File: config.mk
export PLATFORM = sky130hd
export DESIGN_NAME = mrct_ctrl
export DESIGN_NICKNAME = d
export VERILOG_FILES = /design/src/mrct_pkg.sv /design/src/mrct_ctrl.sv
export SDC_FILE = /design/constraint.sdc
export NUM_CORES = 1
export LEC_CHECK = 0
export BUFFER_PORTS_ARGS = -buffer_cell sky130_fd_sc_hd__buf_2
export CAP_MARGIN = 5
export CORE_AREA = 4 4 41 43
export DETAILED_ROUTE_END_ITERATION = 8
export DIE_AREA = 0 0 45 47
export GPL_ROUTABILITY_DRIVEN = 1
export PLACE_DENSITY = 0.81
export SLEW_MARGIN = 20
export SYNTH_ARGS = -nofsm -noshare
export SYNTH_HDL_FRONTEND = slang
export SYNTH_SLANG_ARGS = --single-unit
File: constraint.sdc
create_clock -name clk -period 1.2 [get_ports clk]
set_input_delay 0.18 -clock clk [delete_from_list [all_inputs] [get_ports clk]]
set_output_delay 0.18 -clock clk [all_outputs]
set_load 0.05 [all_outputs]
File: src/mrct_pkg.sv
`timescale 1ns / 1ps
package mrct_pkg;

	localparam int MAX_PARAMS     = 4;
	localparam int MAX_VALUES     = 16;
	localparam int TABLE_DEPTH_DEF = 65536;

	typedef enum logic [2:0] {
		OP_FILL    = 3'd0,
		OP_DECODE  = 3'd1,
		OP_COUNT   = 3'd2,
		OP_CHECK   = 3'd3,
		OP_MARK    = 3'd4,
		OP_EXCLUDE = 3'd5,
		OP_VIOL    = 3'd6,
		OP_REOPEN  = 3'd7
	} op_t;

	localparam logic [1:0] MARK_OPEN     = 2'd0;
	localparam logic [1:0] MARK_COVERED  = 2'd1;
	localparam logic [1:0] MARK_EXCLUDED = 2'd2;
	localparam logic [1:0] MARK_BAD      = 2'd3;

	localparam logic [2:0] REG_PARAM_COUNT = 3'd0;
	localparam logic [2:0] REG_RADIX_0     = 3'd1;
	localparam logic [2:0] REG_RADIX_1     = 3'd2;
	localparam logic [2:0] REG_RADIX_2     = 3'd3;
	localparam logic [2:0] REG_RADIX_3     = 3'd4;
	localparam logic [2:0] REG_TABLE_RANGE = 3'd5;

	typedef struct packed {
		logic [2:0]      param_count;
		logic [3:0][4:0] radix;
		logic [16:0]     table_range;
	} cfg_t;

	typedef struct packed {
		logic load;
		logic fill_step;
		logic div_step;
		logic kgen_step;
		logic scan_step;
		logic rd_issue;
		logic eval;
	} cmd_t;

	typedef struct packed {
		logic k_end;
		logic scan_end;
		logic div_last;
		logic kgen_last;
	} stat_t;

	typedef struct packed {
		logic [1:0]  key_status;
		logic [16:0] open_matches;
		logic [15:0] decoded_values;
		logic [2:0]  newly_bound;
		logic        violates;
		logic [16:0] open_total;
	} result_t;

endpackage

File: src/mrct_ctrl.sv
`timescale 1ns / 1ps
module mrct_ctrl (
	input  logic              clk,
	input  logic              arst_n,
	input  logic              req_valid,
	input  logic [2:0]        op,
	input  logic              foreign_terms,
	input  logic              rsp_valid,
	input  logic              rsp_ready,
	input  mrct_pkg::stat_t   stat,
	output logic              req_ready,
	output mrct_pkg::cmd_t    cmd,
	output logic              rsp_load
);

	typedef enum logic [2:0] {
		S_IDLE, S_FILL, S_KGEN, S_DIV, S_SCAN, S_READ, S_EVAL, S_FINISH
	} state_t;

	state_t          state_q;
	mrct_pkg::op_t   op_q;
	mrct_pkg::op_t   op_in;

	assign op_in = mrct_pkg::op_t'(op);

	assign req_ready     = (state_q == S_IDLE);
	assign cmd.load      = (state_q == S_IDLE) && req_valid;
	assign cmd.fill_step = (state_q == S_FILL);
	assign cmd.div_step  = (state_q == S_DIV);
	assign cmd.kgen_step = (state_q == S_KGEN);
	assign cmd.scan_step = (state_q == S_SCAN);
	assign cmd.rd_issue  = (state_q == S_READ);
	assign cmd.eval      = (state_q == S_EVAL);
	assign rsp_load      = (state_q == S_FINISH) && (!rsp_valid || rsp_ready);

	always_ff @(posedge clk or negedge arst_n) begin
		if (!arst_n) begin
			state_q <= S_IDLE;
			op_q    <= mrct_pkg::OP_FILL;
		end else begin
			unique case (state_q)
				S_IDLE: begin
					if (req_valid) begin
						op_q <= op_in;
						unique case (op_in)
							mrct_pkg::OP_FILL:    state_q <= S_FILL;
							mrct_pkg::OP_DECODE,
							mrct_pkg::OP_CHECK:   state_q <= S_DIV;
							mrct_pkg::OP_COUNT:   state_q <= S_SCAN;
							mrct_pkg::OP_EXCLUDE: state_q <= foreign_terms ? S_FINISH : S_SCAN;
							mrct_pkg::OP_MARK,
							mrct_pkg::OP_VIOL:    state_q <= S_KGEN;
							default:              state_q <= S_READ;
						endcase
					end
				end
				S_FILL: begin
					if (stat.k_end) state_q <= S_FINISH;
				end
				S_DIV: begin
					if (stat.div_last)
						state_q <= (op_q == mrct_pkg::OP_CHECK) ? S_READ : S_FINISH;
				end
				S_KGEN: begin
					if (stat.kgen_last) state_q <= S_READ;
				end
				S_SCAN: begin
					if (stat.scan_end) state_q <= S_FINISH;
				end
				S_READ:  state_q <= S_EVAL;
				S_EVAL:  state_q <= S_FINISH;
				S_FINISH: begin
					if (!rsp_valid || rsp_ready) state_q <= S_IDLE;
				end
				default: state_q <= S_IDLE;
			endcase
		end
	end

endmodule

# Yosys cells after proc, flatten, opt, wreduce, memory -nomap -nowiden
# Cells that the tools add are included.
classes:
  n_eq_ne: 20
  n_reduce_logical: 10
  mux: 10
op_table:
  columns: ["op", "n"]
  rows:
  - ["3-bit case mux with 8 select lines", 1]
  - ["3-bit equality test, second input constant", 7]
  - ["3-bit 2-to-1 mux", 6]
  - ["3-bit by 2-bit equality test with 1-bit output, second input constant", 5]
  - ["3-bit case mux with 5 select lines", 1]
  - ["2-bit != test, second input constant", 5]
  - ["3-bit by 1-bit equality test with 1-bit output, second input constant", 2]
  - ["3-bit logical NOT", 2]
  - ["6-bit AND reduction", 1]
  - ["2-bit 2-to-1 mux", 2]
  - ["2-bit OR reduction", 2]
  - ["1-bit logical AND", 2]
  - ["2-bit by 1-bit != test with 1-bit output, second input constant", 1]
  - ["2-bit AND reduction", 1]
  - ["1-bit logical NOT", 1]
  - ["1-bit logical OR", 1]
totals:
  in_bits: 13
  output_inout_bits: 9
  ff_bits: 6
  elab_cells: 42

# Logic depth before layout (Yosys ltp)
# Gate-level depths: netlist of run 1.
logic_depth:
  depth_word: 5
  depth_mapped: 6

# Worst setup path after synthesis of run 1
# OpenSTA, ideal clock, no wires.
synth_path:
  path_kind: "register -> register"
  startpoint: "register state_q[1]"
  endpoint: "register op_q[0]"
  path_stages_with_launch: 6
  path_buffers: 2
  setup_ps: 128
  setup_slack_ps: -881
  t_arrival_ps: 1953
  path_cell_list: "dfrtp_1 > buf_4 > nor3_2 > and2_1 > buf_4 > mux2_1"
synth_between:
  elab_chain_len: 2
synth_lines:
  columns: ["element", "line", "text"]
  rows:
  - ["start: declaration", "mrct_ctrl.sv:20", "state_t state_q;"]
  - ["start signal: assignment", "mrct_ctrl.sv:50", "mrct_pkg::OP_EXCLUDE: state_q <= foreign_terms ? S_FINISH : S_SCAN;"]
  - ["start signal: assignment", "mrct_ctrl.sv:62", "state_q <= (op_q == mrct_pkg::OP_CHECK) ? S_READ : S_FINISH;"]
  - ["3-bit logical NOT", null, null]
  - ["via req_ready", "mrct_ctrl.sv:11", "output logic req_ready,"]
  - ["2-bit AND reduction (no source line)", null, null]
  - ["end signal: assignment", "mrct_ctrl.sv:39", "op_q <= mrct_pkg::OP_FILL;"]
  - ["end signal: assignment", "mrct_ctrl.sv:44", "op_q <= op_in;"]
  - ["end: declaration", "mrct_ctrl.sv:21", "mrct_pkg::op_t op_q;"]
# The timed path passes the listed nets, and every way through them passes these cells.
# A chain may end at the register's enable or synchronous reset.

==> results of run 1 <==
-- repair_timing --
| item | 4_1_cts | 5_1_grt |
|---|---|---|
| pin swaps | 9 | 1 |
| setup buffers | 5 | 0 |
| hold buffers | 1 | 0 |
| setup endpoints to repair | 15 | 15 |
| cloned | 0 | 0 |
| endpoints found under the hold margin | 6 | 0 |
| resized for setup | 38 | 3 |
-- cells in the mapped netlist, drive strengths merged --
cell type / n / area, µm²
a2bb2oi: 1 / 8.76
nor4b: 1 / 8.76
and2: 1 / 6.26
a21oi: 3 / 18.8
nor2b: 1 / 6.26
and3: 3 / 18.8
nand3: 1 / 5.00
nor2: 2 / 7.51
a211oi: 1 / 7.51
nand4b: 1 / 8.76
inv: 3 / 11.3
a211o: 1 / 8.76
nand2b: 3 / 18.8
mux2i: 3 / 30.0
o21ai: 7 / 35.0
or2: 1 / 6.26
and3b: 1 / 8.76
mux2: 3 / 33.8
o21bai: 1 / 7.51
o211ai: 2 / 15.0
nor3: 2 / 15.0
nor4: 1 / 12.5
buf: 5 / 42.5
dfrtp: 6 / 150
a31oi: 2 / 12.5
-- through the flow --
stage,TNS (ns),cell area [µm²]
after global placement,-2.53,743
after global routing,-4.05,942
after CTS,-3.13,930
after floorplan,-2.41,593
after detailed placement,-2.71,743
final,-2.99,942
-- sequential cells by signal (all words and copies together) (netlist names) --
register and count:
op_q 3, state_q 3
-- layer usage --
metal	vias to the layer above	wire length, µm	share of wire [%]
li1	279	-	-
met1	274	646	37
met2	24	978	56
met3	2	111	6.3
met4	0	21	1.2
met5	-	0	0
-- cell type report --
cell class	count	area, µm²	share of cell area [%]
inverter	3	17.5	1.86
timing repair buffer	38	322	34.1
multi-input combinational	42	408	43.3
sequential	6	154	16.3
tap	15	18.8	1.99
clock buffer	3	22.5	2.39
-- kinds of logic (layout without fill, tap and decap cells) --
logic type	count (synthesis)	in the layout
buf+inv	8	44
compound gates	18	18
flops	6	6
mux	6	6
simple gates	18	18
-- report_power, final --
part	leakage [nW]	internal (W)	switching (W)
combinational	0.351	0.000907	0.000966
sequential	0.0678	0.000310	0.000163
clock	0.0138	0.000113	0.0000714
total	0.433	0.00133	0.00120
-- worst min-delay path by stage --
stage | startpoint | cells after the start | to | slack (ns)
floorplan | arst_n | 0 | op_q[0] | -0.12
global placement | arst_n | 1 | op_q[2] | 0.006
detailed placement | arst_n | 1 | op_q[2] | 0.009
CTS | op[1] | 2 | op_q[1] | 0.22
global route | op[1] | 2 | op_q[1] | 0.22
finish | op[1] | 2 | op_q[1] | 0.22
==> run_results.csv, run 1 <==
group,metric,value,unit
run_status,status,"complete, but fails checks",
run_status,violated_checks,"negative setup slack",
sta,fin_ws,-0.251,ns
setup_path,worst-r2r-cell-count,6,
finish,areaGrowthSynthToFinish,86.8,%
sta,timing_worst_slew_pin_value,0.296,ns
finish,post_route_cells_drive_above_1_share,70.7,%
setup_path,crit_fanout,7,
logic_synthesis,syn_nets,69,
setup_path,worst_setup_path_end_kind,"output port",
logic_synthesis,netlist_area,504,µm²
logic_synthesis,synth_top_family_by_area,"simple AND/OR/NAND/NOR gates",
setup_path,critical_path.reg2reg.startpoint,"state_q[1]",
routing,remaining_drc_errors,0,
sta,largest_clock_skew_in_the_final_design,0.00268,ns
setup_path,critical_path_cell_count,4,
pwr,vdd_ir_drop_max,1.30,mV
setup_path,max_stage_delay,0.47,ns
global_route,grt_max_degree,9,
die,die_width,45,µm
setup_path,r2r_end,"state_q[2]",
clock_tree,tritoncts,"yes",
logic_synthesis,synth_xor_area_share,0,%
global_route,global_route_wire_length_before_repair,2.94,mm
clock_tree,clkTransAtPathRegs,0.04,ns
setup_path,critPathLaunch,"state_q[2]",
logic_synthesis,post_synth_num_cell_types,30,
setup_path,crit_family,"flip-flops",
sta,holdWs,0.225,ns
placed_design,place_inst,98,
logic_synthesis,postSynthRegisterBits,6,
sta,slew_headroom,80.0,%
finish,layoutNonFillerInstCount,107,
setup_path,crit_arrival,1.27,ns
logic_synthesis,synth_compound_area_share,22.6,%
clock_tree,tritoncts.num_buffers,3,
global_route,globalRouteMet1Util,22.4,%
die,floorplan.initialDensity,38.8,%
placed_design,globalplace.congestion,0.759,
routing,drtPass1Iterations,4,
logic_synthesis,number_of_warnings_reported_in_the_yosys_synthesis_log,0,
finish,final_cell_mix,"13 x buf_4, 12 x buf_2, 7 x buf_6, 5 x buf_8",
pwr,fin_total_pwr,0.00253,W
logic_synthesis,share_of_synthesized_cell_area_in_full_adder_half_adder_and_majority_cells,0,%
finish,final_net_count,107,
routing,dr_total_vias,579,
setup_path,crit_path_cell_trace,"buf_6 -> inv_4 -> and3_4 -> buf_8",
global_route,grt_use_met2,36.7,%
routing,first_iter_violations,14,
die,floorplan.die_area,0.00212,mm²
finish,utilization,72.4,%
clock_tree,cts_sinks,6,
die,die_height,47,µm
sta,drv_slew,0,
logic_synthesis,post_synth.cell_area_avg,9.00,µm²
setup_path,timing.critical_path.to,"cmd[4]",
pwr,leakage,0.433,nW
setup_path,timing.critical_path.buf_inv,3,
clock_tree,ctsHtreeMaxLevel,1,
global_route,grt-busiest-layer,"met2",
routing,routedWlPerCell,16.4,µm
logic_synthesis,post_synth_inst_count,56,
finish,fill_count,106,
setup_path,crit_required,1.02,ns
finish,antenna_cells_inserted,0,
logic_synthesis,seq_area_frac_synth,29.8,%
clock_tree,clkLatencyLatePin,0.24,ns
sta,period_share,121,%
placed_design,place.detailed.hpwl,1.13,mm
global_route,global_route.overflow_total,0,
global_route,number_of_global_route_vias_before_repair,628,
finish,mostFrequentLayoutCell,"buf_4",
logic_synthesis,post_synthesis_mux_area_share,12.7,%
routing,detail_route.wirelength,1.76,mm
logic_synthesis,synth-simple-area-share,24.3,%
die,core_region_area,0.00130,mm²
pwr,power_per_cell_area,2690,mW/mm²
setup_path,timing.critical_path.from_type,"flop",
routing,antenna_left,0,
sta,finalSetupViolCount,15,
die,rows,13,
worst_hold_path,min_path_type,"primary input to flop",
global_route,globalRouteMet3Util,4.98,%
sta,rsz_0062_raised_after_global_routing,"yes",
die,num_io_pins,22,
flow_run,drv_cap,0,
global_route,grt_antenna_before_repair,0,
placed_design,buffer_ports.inserted,21,
clock_tree,cts_max_path_buffers,2,
sta,period_needed,1.45,ns
setup_path,regToRegSetupSlack,-0.23,ns
global_route,grt_use_total,19.5,%
setup_path,criticalPathCategory,"flop to output port",
sta,hold_viol_final,0,
sta,fmax,689,MHz
setup_path,cpMaxStageDelayCell,"dfrtp_2",
routing,routed_via_density,5.41,
placed_design,dpl_worst_slack,-0.254,ns
clock_tree,cts_root_buffer,"clkbuf_4",
Note: power is estimated with default switching activity, not from simulation.
==> inputs of run 2 (changes only) <==
==> constraint.sdc (replaced) <==
create_clock -name clk -period 1.2 [get_ports clk]
set_input_delay 0.24 -clock clk [delete_from_list [all_inputs] [get_ports clk]]
set_output_delay 0.24 -clock clk [all_outputs]
set_load 0.05 [all_outputs]
==> run_results.csv, run 2 (same netlist as run 1, synthesis figures left out) <==
group,metric,value,unit
setup_path,r2r_end,"state_q[2]",
setup_path,cpMaxStageDelayCell,"dfrtp_2",
die,die_width,45,µm
setup_path,crit_fanout,8,
global_route,global_route.overflow_total,0,
run_status,status,"complete, but fails checks",
die,num_io_pins,22,
sta,finalSetupViolCount,15,
placed_design,place.detailed.hpwl,1.17,mm
clock_tree,clkLatencyLatePin,0.24,ns
finish,final_area,988,µm²
routing,routedWlPerCell,15.1,µm
sta,largest_clock_skew_in_the_final_design,0.00453,ns
clock_tree,tritoncts.num_buffers,3,
sta,hold_viol_final,0,
finish,final_net_count,112,
sta,timing_worst_slew_pin_value,0.166,ns
finish,layoutNonFillerInstCount,112,
clock_tree,ctsHtreeMaxLevel,1,
setup_path,worst-r2r-cell-count,5,
sta,fmax,665,MHz
setup_path,crit_path_cell_trace,"clkinvlp_4 -> nor3_4 -> buf_6",
run_status,violated_checks,"negative setup slack",
placed_design,place_inst,99,
finish,final_cell_mix,"16 x buf_4, 12 x buf_2, 9 x buf_6, 4 x o21ai_0, 4 x dfrtp_1",
routing,drtPass1Iterations,4,
die,floorplan.initialDensity,38.8,%
pwr,vdd_ir_drop_max,1.49,mV
setup_path,timing.critical_path.from_type,"flop",
sta,period_needed,1.50,ns
routing,remaining_drc_errors,0,
routing,antenna_left,0,
die,rows,13,
pwr,fin_total_pwr,0.00268,W
setup_path,criticalPathCategory,"flop to output port",
sta,slew_headroom,88.6,%
pwr,power_per_cell_area,2710,mW/mm²
die,die_height,47,µm
sta,period_share,125,%
sta,fin_ws,-0.304,ns
flow_run,drv_cap,0,
pwr,leakage,0.467,nW
clock_tree,clkTransAtPathRegs,0.04,ns
finish,mostFrequentLayoutCell,"buf_4",
clock_tree,tritoncts,"yes",
placed_design,buffer_ports.inserted,21,
finish,reg.largest.list,"op_q: 3 flops, state_q: 3 flops",
clock_tree,cts_max_path_buffers,2,
setup_path,critical_path.reg2reg.startpoint,"state_q[0]",
setup_path,regToRegSetupSlack,-0.28,ns
die,floorplan.die_area,0.00212,mm²
global_route,number_of_global_route_vias_before_repair,654,
sta,drv_slew,0,
global_route,grt_max_degree,11,
sta,rsz_0062_raised_after_global_routing,"yes",
die,core_region_area,0.00130,mm²
global_route,global_route_wire_length_before_repair,2.84,mm
clock_tree,cts_sinks,6,
routing,detail_route.wirelength,1.70,mm
setup_path,max_stage_delay,0.47,ns
setup_path,worst_setup_path_end_kind,"output port",
finish,post_route_cells_drive_above_1_share,69.1,%
setup_path,crit_arrival,1.26,ns
sta,holdWs,0.303,ns
clock_tree,cts_root_buffer,"clkbuf_4",
global_route,grt_use_total,18.6,%
worst_hold_path,hold-path-endpoint,"op_q[0]",
routing,dr_total_vias,613,
finish,areaGrowthSynthToFinish,96.0,%
setup_path,crit_required,0.96,ns
worst_hold_path,hold_path_depth,2,
placed_design,globalplace.congestion,0.800,
finish,fill_count,92,
finish,antenna_cells_inserted,0,
routing,first_iter_violations,12,
routing,routed_via_density,5.47,
placed_design,placedInstanceArea,795,µm²
worst_hold_path,min_path_type,"primary input to flop",
finish,utilization,76.0,%
global_route,grt_antenna_before_repair,0,
worst_hold_path,min_from,"op[0]",
-- run 2: area by class of cell --
class	count	area, µm²	area share, %
multi-input cells	42	403	40.8
well taps	15	18.8	1.90
repair buffers	43	377	38.1
inverters	3	15.0	1.52
clock buffers	3	22.5	2.28
flip-flops and latches	6	153	15.4
-- run 2: layer usage --
metal / routed length [µm] / up-vias / track usage, %
li1: - / 289 / -
met1: 605 / 290 / 20.2
met2: 930 / 30 / 35.0
met3: 121 / 4 / 5.75
met4: 38 / 0 / 4.68
met5: 0 / - / 0
-- run 2: timing repair --
item / in CTS / in global routing
endpoints found under the setup margin: 15 / 15
pin swaps: 5 / 4
cloned: 0 / 0
hold buffers: 1 / 0
setup buffers: 9 / 0
hold endpoints to repair: 6 / 0
gates resized for setup: 30 / 1
-- run 2: report_power, final --
part           switching, W  internal, W
Sequential         0.000129     0.000307
Combinational       0.00101      0.00105
Clock             0.0000657     0.000113
Total               0.00120      0.00147
-- run 2: per-stage QoR --
stage | setup WS [ns] | TNS (ns)
after floorplan | -0.566 | -2.69
after global placement | -0.281 | -3.28
after detailed placement | -0.336 | -3.88
after CTS | -0.285 | -3.69
after global routing | -0.366 | -4.80
final | -0.304 | -3.94
-- run 2: worst max path at each step --
stage                           from         end  slack (ns)  cells after the start
final                     state_q[0]      cmd[5]       -0.30                      3
after global routing      state_q[0]      cmd[5]       -0.37                      3
after CTS                 state_q[0]    rsp_load       -0.29                      4
after detailed placement  state_q[0]  state_q[2]       -0.34                      4
after global placement    state_q[0]  state_q[2]       -0.28                      4
after floorplan           state_q[2]     op_q[0]       -0.57                      4
-- run 2: worst max-delay path, delay by kind of cell, from the launching register on --
kind | cells | cell delay, ns
DFF | 1 | 0.47
buffers and inverters | 2 | 0.38
and+or+nand+nor | 1 | 0.17
